===== config.mk =====
export PLATFORM = sky130hd
export DESIGN_NAME = sensor_bank_change_events
export DESIGN_NICKNAME = d
export VERILOG_FILES = /design/src/design/sbce_pkg.sv /design/src/design/sensor_bank_change_events.sv /design/src/design/sbce_store.sv
export SDC_FILE = /design/constraint.sdc
export NUM_CORES = 2
export LEC_CHECK = 0
export BUFFER_PORTS_ARGS = -buffer_cell sky130_fd_sc_hd__buf_2
export CELL_PAD_IN_SITES_DETAIL_PLACEMENT = 0
export CELL_PAD_IN_SITES_GLOBAL_PLACEMENT = 1
export CORE_MARGIN = 8
export CORE_UTILIZATION = 30
export CTS_CLUSTER_DIAMETER = 100
export DETAILED_ROUTE_END_ITERATION = 10
export GPL_TIMING_DRIVEN = 0
export HOLD_SLACK_MARGIN = 0.02
export MAX_ROUTING_LAYER = met4
export PLACE_DENSITY = 0.49
export REMOVE_ABC_BUFFERS = 1
export SYNTH_ARGS = -nofsm -noshare
export SYNTH_HDL_FRONTEND = slang
export SYNTH_SLANG_ARGS = --single-unit

===== constraint.sdc =====
create_clock -name clk_i -period 28.7 [get_ports clk_i]
set_input_delay 4.305 -clock clk_i [delete_from_list [all_inputs] [get_ports clk_i]]
set_output_delay 4.305 -clock clk_i [all_outputs]
set_load 0.01 [all_outputs]

===== src/design/sbce_pkg.sv =====
// ----------------------------------------------------------------------------
// sbce_pkg
// Shared types and constants for the sensor bank change event block.
// ----------------------------------------------------------------------------
package sbce_pkg;

  // Sensor levels in one module byte
  localparam int unsigned LEVEL_BITS = 8;
  localparam int unsigned BIT_IDX_W  = 3;
  localparam int unsigned ADDR_W     = 7;
  localparam int unsigned SENSOR_W   = 11;

  // Store word: watch flag above the last byte seen
  localparam int unsigned STORE_W = LEVEL_BITS + 1;

  // Request kinds
  localparam logic REQ_REPORT = 1'b0;
  localparam logic REQ_WATCH  = 1'b1;

  typedef logic [STORE_W-1:0] store_word_t;

  // Control sequence of the top level
  typedef enum logic [1:0] {
    ST_CLEAR,
    ST_IDLE,
    ST_READ,
    ST_EMIT
  } sbce_state_e;

endpackage


===== src/design/sensor_bank_change_events.sv =====
// ----------------------------------------------------------------------------
// sensor_bank_change_events
// Watches sensor module bytes per bus and address and emits one item per
// changed sensor bit.
// ----------------------------------------------------------------------------
// Usage:
//   Input channel (in_valid_i / in_ready_o) takes one request per item:
//   a watch request sets the watch flag of a bus and address, a report
//   carries a sensor byte. Output channel (out_valid_o / out_ready_i)
//   gives one item per changed bit of a watched report, lowest bit first,
//   with last_event_o marking the final one of that report.
//   Sequence and rate: a request is accepted, the state word is read in the
//   next cycle and written back in the same cycle it is examined, then
//   events leave at one per cycle while the receiver is ready. A new
//   request is taken only back in the idle state, after the write-back and
//   after the last event of the request before it has left.
//   Requests outside the configured buses or addresses are dropped in the
//   cycle they are taken.
//   Reset: a clearing pass writes zeros to all NUM_BUSES*ADDRS_PER_BUS
//   entries, one a cycle; in_ready_o stays low for those cycles.
//   Stall: while the receiver holds out_ready_i low the current event
//   holds and no new request is taken.
// ----------------------------------------------------------------------------
module sensor_bank_change_events #(
  parameter int unsigned ADDRS_PER_BUS = 128,
  parameter int unsigned NUM_BUSES     = 2
) (
  input  logic                                clk_i,
  input  logic                                rst_ni,
  input  logic                                in_valid_i,
  output logic                                in_ready_o,
  input  logic                                req_type_i,
  input  logic                                bus_id_i,
  input  logic [sbce_pkg::ADDR_W-1:0]         module_addr_i,
  input  logic [sbce_pkg::LEVEL_BITS-1:0]     sensor_byte_i,
  input  logic                                watch_on_i,
  output logic                                out_valid_o,
  input  logic                                out_ready_i,
  output logic [sbce_pkg::SENSOR_W-1:0]       sensor_number_o,
  output logic                                event_bus_o,
  output logic                                new_level_o,
  output logic                                last_event_o
);

  localparam int unsigned DEPTH = NUM_BUSES * ADDRS_PER_BUS;
  localparam int unsigned IDX_W = $clog2(DEPTH);

  sbce_pkg::sbce_state_e state_q, state_d;

  // Latched request
  logic                              req_type_q;
  logic                              bus_q;
  logic [sbce_pkg::ADDR_W-1:0]       addr_q;
  logic [sbce_pkg::LEVEL_BITS-1:0]   byte_q;
  logic                              watch_q;
  logic [IDX_W-1:0]                  slot_q;
  logic [sbce_pkg::LEVEL_BITS-1:0]   diff_q, diff_d;

  logic                              in_fire, out_fire, in_range;
  logic [IDX_W-1:0]                  slot;
  logic                              rd_en, wr_en, clear_busy;
  sbce_pkg::store_word_t             rd_data, wr_data;
  logic [sbce_pkg::LEVEL_BITS-1:0]   old_byte, diff_now, diff_rest;
  logic                              old_watch;
  logic [sbce_pkg::BIT_IDX_W-1:0]    bit_idx;

  assign in_fire  = in_valid_i & in_ready_o;
  assign out_fire = out_valid_o & out_ready_i;

  // Map bus and address to a store entry
  assign in_range = (32'(bus_id_i) < 32'(NUM_BUSES))
                  && (32'(module_addr_i) < 32'(ADDRS_PER_BUS));
  assign slot = IDX_W'(32'(bus_id_i) * 32'(ADDRS_PER_BUS) + 32'(module_addr_i));

  assign old_watch = rd_data[sbce_pkg::LEVEL_BITS];
  assign old_byte  = rd_data[sbce_pkg::LEVEL_BITS-1:0];
  assign diff_now  = byte_q ^ old_byte;

  // Pick the lowest pending changed bit
  always_comb begin
    bit_idx = '0;
    for (int i = sbce_pkg::LEVEL_BITS - 1; i >= 0; i--) begin
      if (diff_q[i]) begin
        bit_idx = sbce_pkg::BIT_IDX_W'(i);
      end
    end
  end
  assign diff_rest = diff_q & (diff_q - sbce_pkg::LEVEL_BITS'(1));

  // Next state, store access and handshakes
  always_comb begin
    state_d    = state_q;
    diff_d     = diff_q;
    in_ready_o = 1'b0;
    out_valid_o = 1'b0;
    rd_en      = 1'b0;
    wr_en      = 1'b0;
    wr_data    = rd_data;
    case (state_q)
      sbce_pkg::ST_CLEAR: begin
        if (!clear_busy) begin
          state_d = sbce_pkg::ST_IDLE;
        end
      end
      sbce_pkg::ST_IDLE: begin
        in_ready_o = 1'b1;
        if (in_valid_i && in_range) begin
          rd_en   = 1'b1;
          state_d = sbce_pkg::ST_READ;
        end
      end
      sbce_pkg::ST_READ: begin
        state_d = sbce_pkg::ST_IDLE;
        if (req_type_q == sbce_pkg::REQ_WATCH) begin
          wr_en   = 1'b1;
          wr_data = {watch_q, old_byte};
        end else if (old_watch) begin
          wr_en   = 1'b1;
          wr_data = {1'b1, byte_q};
          diff_d  = diff_now;
          if (diff_now != '0) begin
            state_d = sbce_pkg::ST_EMIT;
          end
        end
      end
      sbce_pkg::ST_EMIT: begin
        out_valid_o = 1'b1;
        if (out_ready_i) begin
          diff_d = diff_rest;
          if (diff_rest == '0) begin
            state_d = sbce_pkg::ST_IDLE;
          end
        end
      end
      default: begin
        state_d = sbce_pkg::ST_IDLE;
      end
    endcase
  end

  always_ff @(posedge clk_i or negedge rst_ni) begin
    if (!rst_ni) begin
      state_q <= sbce_pkg::ST_CLEAR;
    end else begin
      state_q <= state_d;
    end
  end

  // Hold the request and the pending change mask
  always_ff @(posedge clk_i) begin
    if (in_fire) begin
      req_type_q <= req_type_i;
      bus_q      <= bus_id_i;
      addr_q     <= module_addr_i;
      byte_q     <= sensor_byte_i;
      watch_q    <= watch_on_i;
      slot_q     <= slot;
    end
    diff_q <= diff_d;
  end

  sbce_store #(
    .DEPTH(DEPTH),
    .IDX_W(IDX_W)
  ) u_store (
    .clk_i       (clk_i),
    .rst_ni      (rst_ni),
    .rd_en_i     (rd_en),
    .rd_addr_i   (slot),
    .rd_data_o   (rd_data),
    .wr_en_i     (wr_en),
    .wr_addr_i   (slot_q),
    .wr_data_i   (wr_data),
    .clear_busy_o(clear_busy)
  );

  // Event fields
  assign sensor_number_o = {1'b0, addr_q, bit_idx} + sbce_pkg::SENSOR_W'(1);
  assign event_bus_o     = bus_q;
  assign new_level_o     = byte_q[bit_idx];
  assign last_event_o    = (diff_rest == '0);

  // Checks
  a_emit_pending : assert property (@(posedge clk_i) disable iff (!rst_ni)
    out_valid_o |-> (diff_q != '0))
    else $error("event shown with no pending change");

  a_one_side : assert property (@(posedge clk_i) disable iff (!rst_ni)
    in_ready_o |-> !out_valid_o)
    else $error("request taken while an event is pending");

  a_last_ends : assert property (@(posedge clk_i) disable iff (!rst_ni)
    (out_fire && last_event_o) |=> (!out_valid_o && in_ready_o))
    else $error("events continue after the last one");

  a_write_after_read : assert property (@(posedge clk_i) disable iff (!rst_ni)
    wr_en |-> (state_q == sbce_pkg::ST_READ))
    else $error("store written outside the read-modify-write step");

endmodule


===== src/design/sbce_store.sv =====
// ----------------------------------------------------------------------------
// sbce_store
// State memory with one read port and one write port, one word per bus and
// module address, with a clearing sweep after reset and a registered read.
// ----------------------------------------------------------------------------
module sbce_store #(
  parameter int unsigned DEPTH = 256,
  parameter int unsigned IDX_W = 8
) (
  input  logic                 clk_i,
  input  logic                 rst_ni,
  input  logic                 rd_en_i,
  input  logic [IDX_W-1:0]     rd_addr_i,
  output sbce_pkg::store_word_t rd_data_o,
  input  logic                 wr_en_i,
  input  logic [IDX_W-1:0]     wr_addr_i,
  input  sbce_pkg::store_word_t wr_data_i,
  output logic                 clear_busy_o
);

  sbce_pkg::store_word_t mem_q [DEPTH];
  sbce_pkg::store_word_t rd_data_q;
  logic                  clearing_q, clearing_d;
  logic [IDX_W-1:0]      clr_cnt_q, clr_cnt_d;
  logic                  we;
  logic [IDX_W-1:0]      waddr;
  sbce_pkg::store_word_t wdata;

  // Advance the clearing sweep, one entry a cycle
  always_comb begin
    clearing_d = clearing_q;
    clr_cnt_d  = clr_cnt_q;
    if (clearing_q) begin
      clr_cnt_d = clr_cnt_q + IDX_W'(1);
      if (clr_cnt_q == IDX_W'(DEPTH - 1)) begin
        clearing_d = 1'b0;
      end
    end
  end

  always_ff @(posedge clk_i or negedge rst_ni) begin
    if (!rst_ni) begin
      clearing_q <= 1'b1;
      clr_cnt_q  <= '0;
    end else begin
      clearing_q <= clearing_d;
      clr_cnt_q  <= clr_cnt_d;
    end
  end

  // Select the write source: sweep first, then the user port
  always_comb begin
    we    = clearing_q | wr_en_i;
    waddr = clearing_q ? clr_cnt_q : wr_addr_i;
    wdata = clearing_q ? '0 : wr_data_i;
  end

  // Memory array with registered read
  always_ff @(posedge clk_i) begin
    if (we) begin
      mem_q[waddr] <= wdata;
    end
    if (rd_en_i) begin
      rd_data_q <= mem_q[rd_addr_i];
    end
  end

  assign rd_data_o    = rd_data_q;
  assign clear_busy_o = clearing_q;

endmodule


======== Word level (Yosys, flattened, before mapping) ========
Memory sizes are Yosys's and may differ from the RTL's. A register that Yosys moved wholly into a read port is not among the register bits.
Index checks and enable logic that the tools add are counted.
operators by class
  $add $sub $neg .......................... 4
  order comparisons ....................... 1
  equality and inequality tests ........... 10
  muxes and demuxes ....................... 38
  bitwise operators ....................... 4
  reduce and logical (&&, ||, !) cells .... 6
operator list
  operator                                               number
  2-to-1 mux 9 bit                                       4
  2-to-1 mux 8 bit                                       4
  2-to-1 mux 3 bit                                       8
  one-hot mux 8 bit (2 select lines)                     1
  2-to-1 mux 2 bit                                       7
  2-to-1 mux 1 bit                                       12
  adder 10 x 1 -> 11 bit, second input constant          1
  inequality test 2 bit, second input constant           5
  adder 8 x 1 -> 8 bit, second input constant            1
  adder 8 x 7 -> 8 bit                                   1
  AND 8 bit                                              1
  equality test 8 bit, second input constant             1
  logical NOT 8 bit                                      1
  one-hot mux 2 bit (4 select lines)                     1
  AND reduction 4 bit                                    2
  nonzero test 8 bit                                     1
  subtractor 8 x 1 -> 8 bit, second input constant       1
  XOR 8 bit                                              1
  equality test 2 bit, second input constant             2
  < comparator 3 x 4 -> 1 bit, second input constant     1
  binary-select mux 1 bit (select 3 bit)                 1
  equality test 2 x 1 -> 1 bit, second input constant    1
  logical NOT 2 bit                                      1
  inequality test 2 x 1 -> 1 bit, second input constant  1
  other kinds (3)                                        3
storage, ports and cells
  flip-flop bits (word level) ............. 45
  RAM bits ................................ 2,304
  bits of input ports ..................... 22
  output and inout port bits .............. 16
  word-level logic and storage cells ...... 74
  memories ................................ 1
memory list
  memory         words  width  read ports  clocked after memory_dff  wr ports  line              RTL
  u_store.mem_q  256    9      1           1                         1         sbce_store.sv:21  sbce_pkg::store_word_t mem_q [DEPTH];

======== Logic depth before layout (Yosys ltp) ========
  depth in word-level cells ............... 10
  mapped depth ............................ 12
  gate-level depth less buffers ........... 10

======== Modules after synthesis ========
From an unflattened synthesis, not the netlist that was laid out.
second synthesis, totals
  cell total of the unflattened synthesis .. 4,415
  area total of the unflattened synthesis .. 92,033.3 um2
modules (own cells, without submodules)
  module                     times used  cells each  area each (um2)  sequential area each (um2)
  sbce_store                 1           4,263       90,284.1         69,683.1
  sensor_bank_change_events  1           152         1,749.2          830.8

======== Worst setup path before layout ========
Ideal clock, no wire load.
  kind .................................... reg2reg
  start ................................... reg u_store.clearing_q, in the netlist u_store.clear_busy_o
  end ..................................... mem u_store.mem_q[0][8] in the netlist's numbering (data pin)
  setup time .............................. 1.576 ns
  arrival ................................. 7.814 ns
  required time ........................... 27.124 ns
  slack ................................... 19.310 ns
  cell stages (with the launch flop) ...... 5
  buffers on the path ..................... 3
  period minus slack after synthesis ...... 9.390 ns
  path through ............................ dfstp_2 > clkbuf_1 > clkbuf_1 > clkbuf_1 > a21oi_1
between the ends
  cells in the longest elaborated chain, start to end .. 1
RTL lines
  what                      line              RTL
  start: declaration        sbce_store.sv:23  logic clearing_q, clearing_d;
  start signal: assignment  sbce_store.sv:46  clearing_q <= clearing_d;
  2-to-1 mux 9 bit          sbce_store.sv:55  wdata = clearing_q ? '0 : wr_data_i;
  net u_store.wdata[8]      sbce_store.sv:27  sbce_pkg::store_word_t wdata;
  end: declaration          sbce_store.sv:21
The timed path passes the listed nets, and every way through them passes these cells.

======== Worst setup path in the final report ========
  start ................................... in module_addr_i[0] in the netlist's numbering
  end ..................................... reg u_store.rd_data_q[6], in the netlist u_store.rd_data_o[6] (read register of u_store.mem_q) (data pin)
between the ends
  cells in the longest elaborated chain, start to end .. 1
RTL lines
  what                  line                             RTL
  start: declaration    sensor_bank_change_events.sv:34  input logic [sbce_pkg::ADDR_W-1:0] module_addr_i,
  adder 8 x 7 -> 8 bit  sensor_bank_change_events.sv:73  assign slot = IDX_W'(32'(bus_id_i) * 32'(ADDRS_PER_BUS) + 32'(module_addr_i));
  end: declaration      sbce_store.sv:22                 sbce_pkg::store_word_t rd_data_q;
Every way passes these cells.
A chain may end at the register's enable or synchronous reset.

==> flow_summary.ini <==
[logic_synthesis]
synthSimpleGateAreaFrac_pct = 2.554
synth_area_per_cell_um2 = 20.83
yosysTopAreaCell = edfxtp_1
ys.flop_type = edfxtp_1
synth_compound_area_share_pct = 3.942
synth_edf_count = 2339
synth_top_family_by_area = multiplexers
synth.top_cells.by_count = 2339 x edfxtp_1, 509 x mux4_2, 306 x nor2_1
synth_warnings = 0
synth_top_area_share_pct = 77.08
ys_seq_area_share_pct = 77.38
synth_async_sr_flop_share_pct = 0.4681
yosysMostFrequentCell = edfxtp_1
synth_area_leaders = edfxtp_1 77%, mux4_2 13%, mux2i_1 1.5%
synthMuxAreaShare_pct = 14.28
synth-xor-area-share_pct = 0.2211
synthCells = 4374
ys_types = 63
netlist_area_um2 = 91120
ys_ff_latch = 2350
synth_fa_ha_area_share_pct = 0.1071

[setup_path]
crit_slowest_cell = a221oi_1
cp.required_ns = 29.30
crit_family = buffers and inverters
start_kind = input port
rr_endpoint = u_store.mem_q[120][3]
rr_worst_depth = 4
path_common_cell = buf_16
r2r_setup_slack_ns = 24.36
path_max_fanout = 91
critical_path_depth = 9
worstPathCellList = buf_12, buf_16, buf_16, buf_16, mux4_2, a221oi_1, o32ai_1, nor3_2, nor4_1
crit_path_end = u_store.rd_data_o[6]
cp.buffers_inverters = 4
rr_startpoint = u_store.clear_busy_o
max_stage_delay_ns = 1.12
critical_path_class = input port to flip-flop
critPathLaunch = module_addr_i[0]
crit_arrival_ns = 9.47
endpoint_kind = flip-flop

[drt]
wl_per_cell_um = 29.67
dr.pass1.iters = 5
drc = 0
viasPerCell = 5.070
drt-initial-drc-count = 3850
vias = 44136
antenna_left = 0
drt_wl_total_um = 258300

[placement]
hpwl_um = 162400
port_buffers = 37
place.gp.congestion = 0.7526
dp_cells = 8258

[run]
cap_viol_max_count = 0

[grt]
grt_overflow = 0
grt_first_pass_wirelength_um = 361100
grt.total_usage_pct = 16.01
antenna_found_initial = 10
grt_max_degree = 99
grt_pass1_vias = 45642

[cts]
htree_num_levels = 4
clock-sinks = 2350
cts_setup_buffers = 0
clk_latency_ns = 0.89
cts_buffers = 247
clockRootBuffer = clkbuf_16
max-clock-path-buffers = 4
clk_pin_slew_ns = 0.07
cts_tree = yes
cts.repair.resized = 0
postCtsHoldBufs = 0

[sta]
maxSlewViolCount = 30
clock.fmax_mhz = 112.8
max_slew_margin_pct = -0.6967
finalHoldViolations = 0
fin_skew_ns = 0.05065
worst_slew_pin_slew_ns = 1.510
period_share_pct = 30.90
finalSetupTns_ns = 0
rsz0062_at_grt = no
setup_viol_count_final = 0
period_minus_slack_ns = 8.869

[floorplan]
die_x_um = 567.1
die_area_um2 = 321600
rows = 202
start_util_pct = 30.12
die_h_um = 567.1
num_io_pins = 38
core_um2 = 302500

[hold_path]
min-delay-start = u_store.clr_cnt_q[0]
hold_path.class = flip-flop to flip-flop

[status]
status = complete, but fails checks
violations = max-slew violations

[power]
p_int_uw = 6023
clockPowerShare_pct = 38.8
p_total_uw = 7941
comb_power_share_pct = 10.3
pwr-share-seq_pct = 50.9
p_leak_uw = 0.03224
power.switching_uw = 1918
power_density_nw_per_um2 = 75.27
swShare_pct = 24.15
vdd_drop_max_v = 0.00004890

[final_layout]
areaGrowthSynthToFinish_pct = 15.77
drive_above_1_share_pct = 22.31
final_nets = 4558
final_cells = 8706
per-stage QoR:
stage	hold WS [ns]	utilization, %	instance area [µm²]	setup WS, ns
after floorplan	0.5010	-	89810	19.47
after global placement	0.5450	31.39	94970	1.148
after detailed placement	0.5557	32.35	97860	18.83
after global routing	0.6206	34.87	105500	19.53
final	0.5766	34.87	105500	19.83
after CTS	0.5690	34.87	105500	19.80
flip-flops by register name, indices dropped and copies added, names as in the netlist:
signal                flops
byte_q                    8
u_store.rd_data_o         9
slot_q                    2
state_q                   2
diff_q                    8
req_type_q                1
watch_q                   1
u_store.clr_cnt_q         8
u_store.mem_q          2304
u_store.clear_busy_o      1
addr_q                    6
cell families (layout without fill, tap and decap cells):
logic type / after synthesis / count (layout)
muxes: 662 / 662
xor gates and xnor gates: 23 / 23
adders and majority gates: 8 / 8
AOI/OAI and AO/OA: 517 / 517
buffers and inverters: 273 / 623
and+or+nand+nor: 541 / 541
other: 0 / 4
DFF: 2350 / 2350
cell type report:
cell class / instances / area, µm²
diodes: 4 / 10.01
clock buffers: 322 / 6548
clock inverters: 122 / 1076
fillers: 28091 / 197000
inverters: 17 / 63.81
multi-input cells: 1751 / 19480
flip-flops and latches: 2350 / 70510
well taps: 3978 / 4977
repair buffers: 162 / 2825
power by group through the flow:
stage / Combinational (µW) / Sequential (µW) / Clock, µW
4_1_cts: 840 / 4040 / 3160
3_3_place_gp: 794 / 4350 / 0
3_5_place_dp: 839 / 4110 / 0
2_1_floorplan: 307 / 4200 / 0
6_report: 819 / 4040 / 3080
5_1_grt: 872 / 4040 / 3270
layer usage:
| metal | track usage (%) | part of all wire [%] | routed length (µm) |
|---|---|---|---|
| met1 | 21.44 | 44 | 114800 |
| met2 | 26.19 | 49 | 127100 |
| met3 | 2.188 | 4.3 | 11040 |
| met4 | 3.433 | 2.0 | 5242 |
| met5 | - | 0 | 0 |
worst min path at each step:
stage	slack, ns	endpoint	depth (start not counted)
after floorplan	0.50	u_store.clr_cnt_q[0]	1
after global placement	0.54	u_store.clr_cnt_q[0]	1
after detailed placement	0.56	u_store.clr_cnt_q[0]	1
after CTS	0.57	u_store.clr_cnt_q[0]	1
after global routing	0.62	u_store.clr_cnt_q[0]	1
final	0.58	u_store.clr_cnt_q[0]	1
placed cells by master, fill, tap and decap left out, types with 11 or more instances in the layout:
cell / count
edfxtp_1: 2339
mux4_2: 509
nor2_1: 294
clkbuf_16: 251
a22oi_1: 183
mux2i_1: 140
a21oi_1: 107
nand2_1: 98
buf_12: 83
clkbuf_1: 71
clkinv_1: 59
o21ai_0: 51
clkinv_2: 37
o221ai_1: 35
buf_2: 34
buf_16: 32
nand3_1: 23
o22ai_1: 22
a22o_1: 20
bufinv_16: 18
a211oi_1: 16
a221oi_1: 15
nor4_1: 15
inv_1: 14
xnor2_1: 14
mux2_2: 13
nand2_2: 13
nand4_1: 12
o31ai_1: 11
Note: power is estimated with default switching activity, not from simulation.
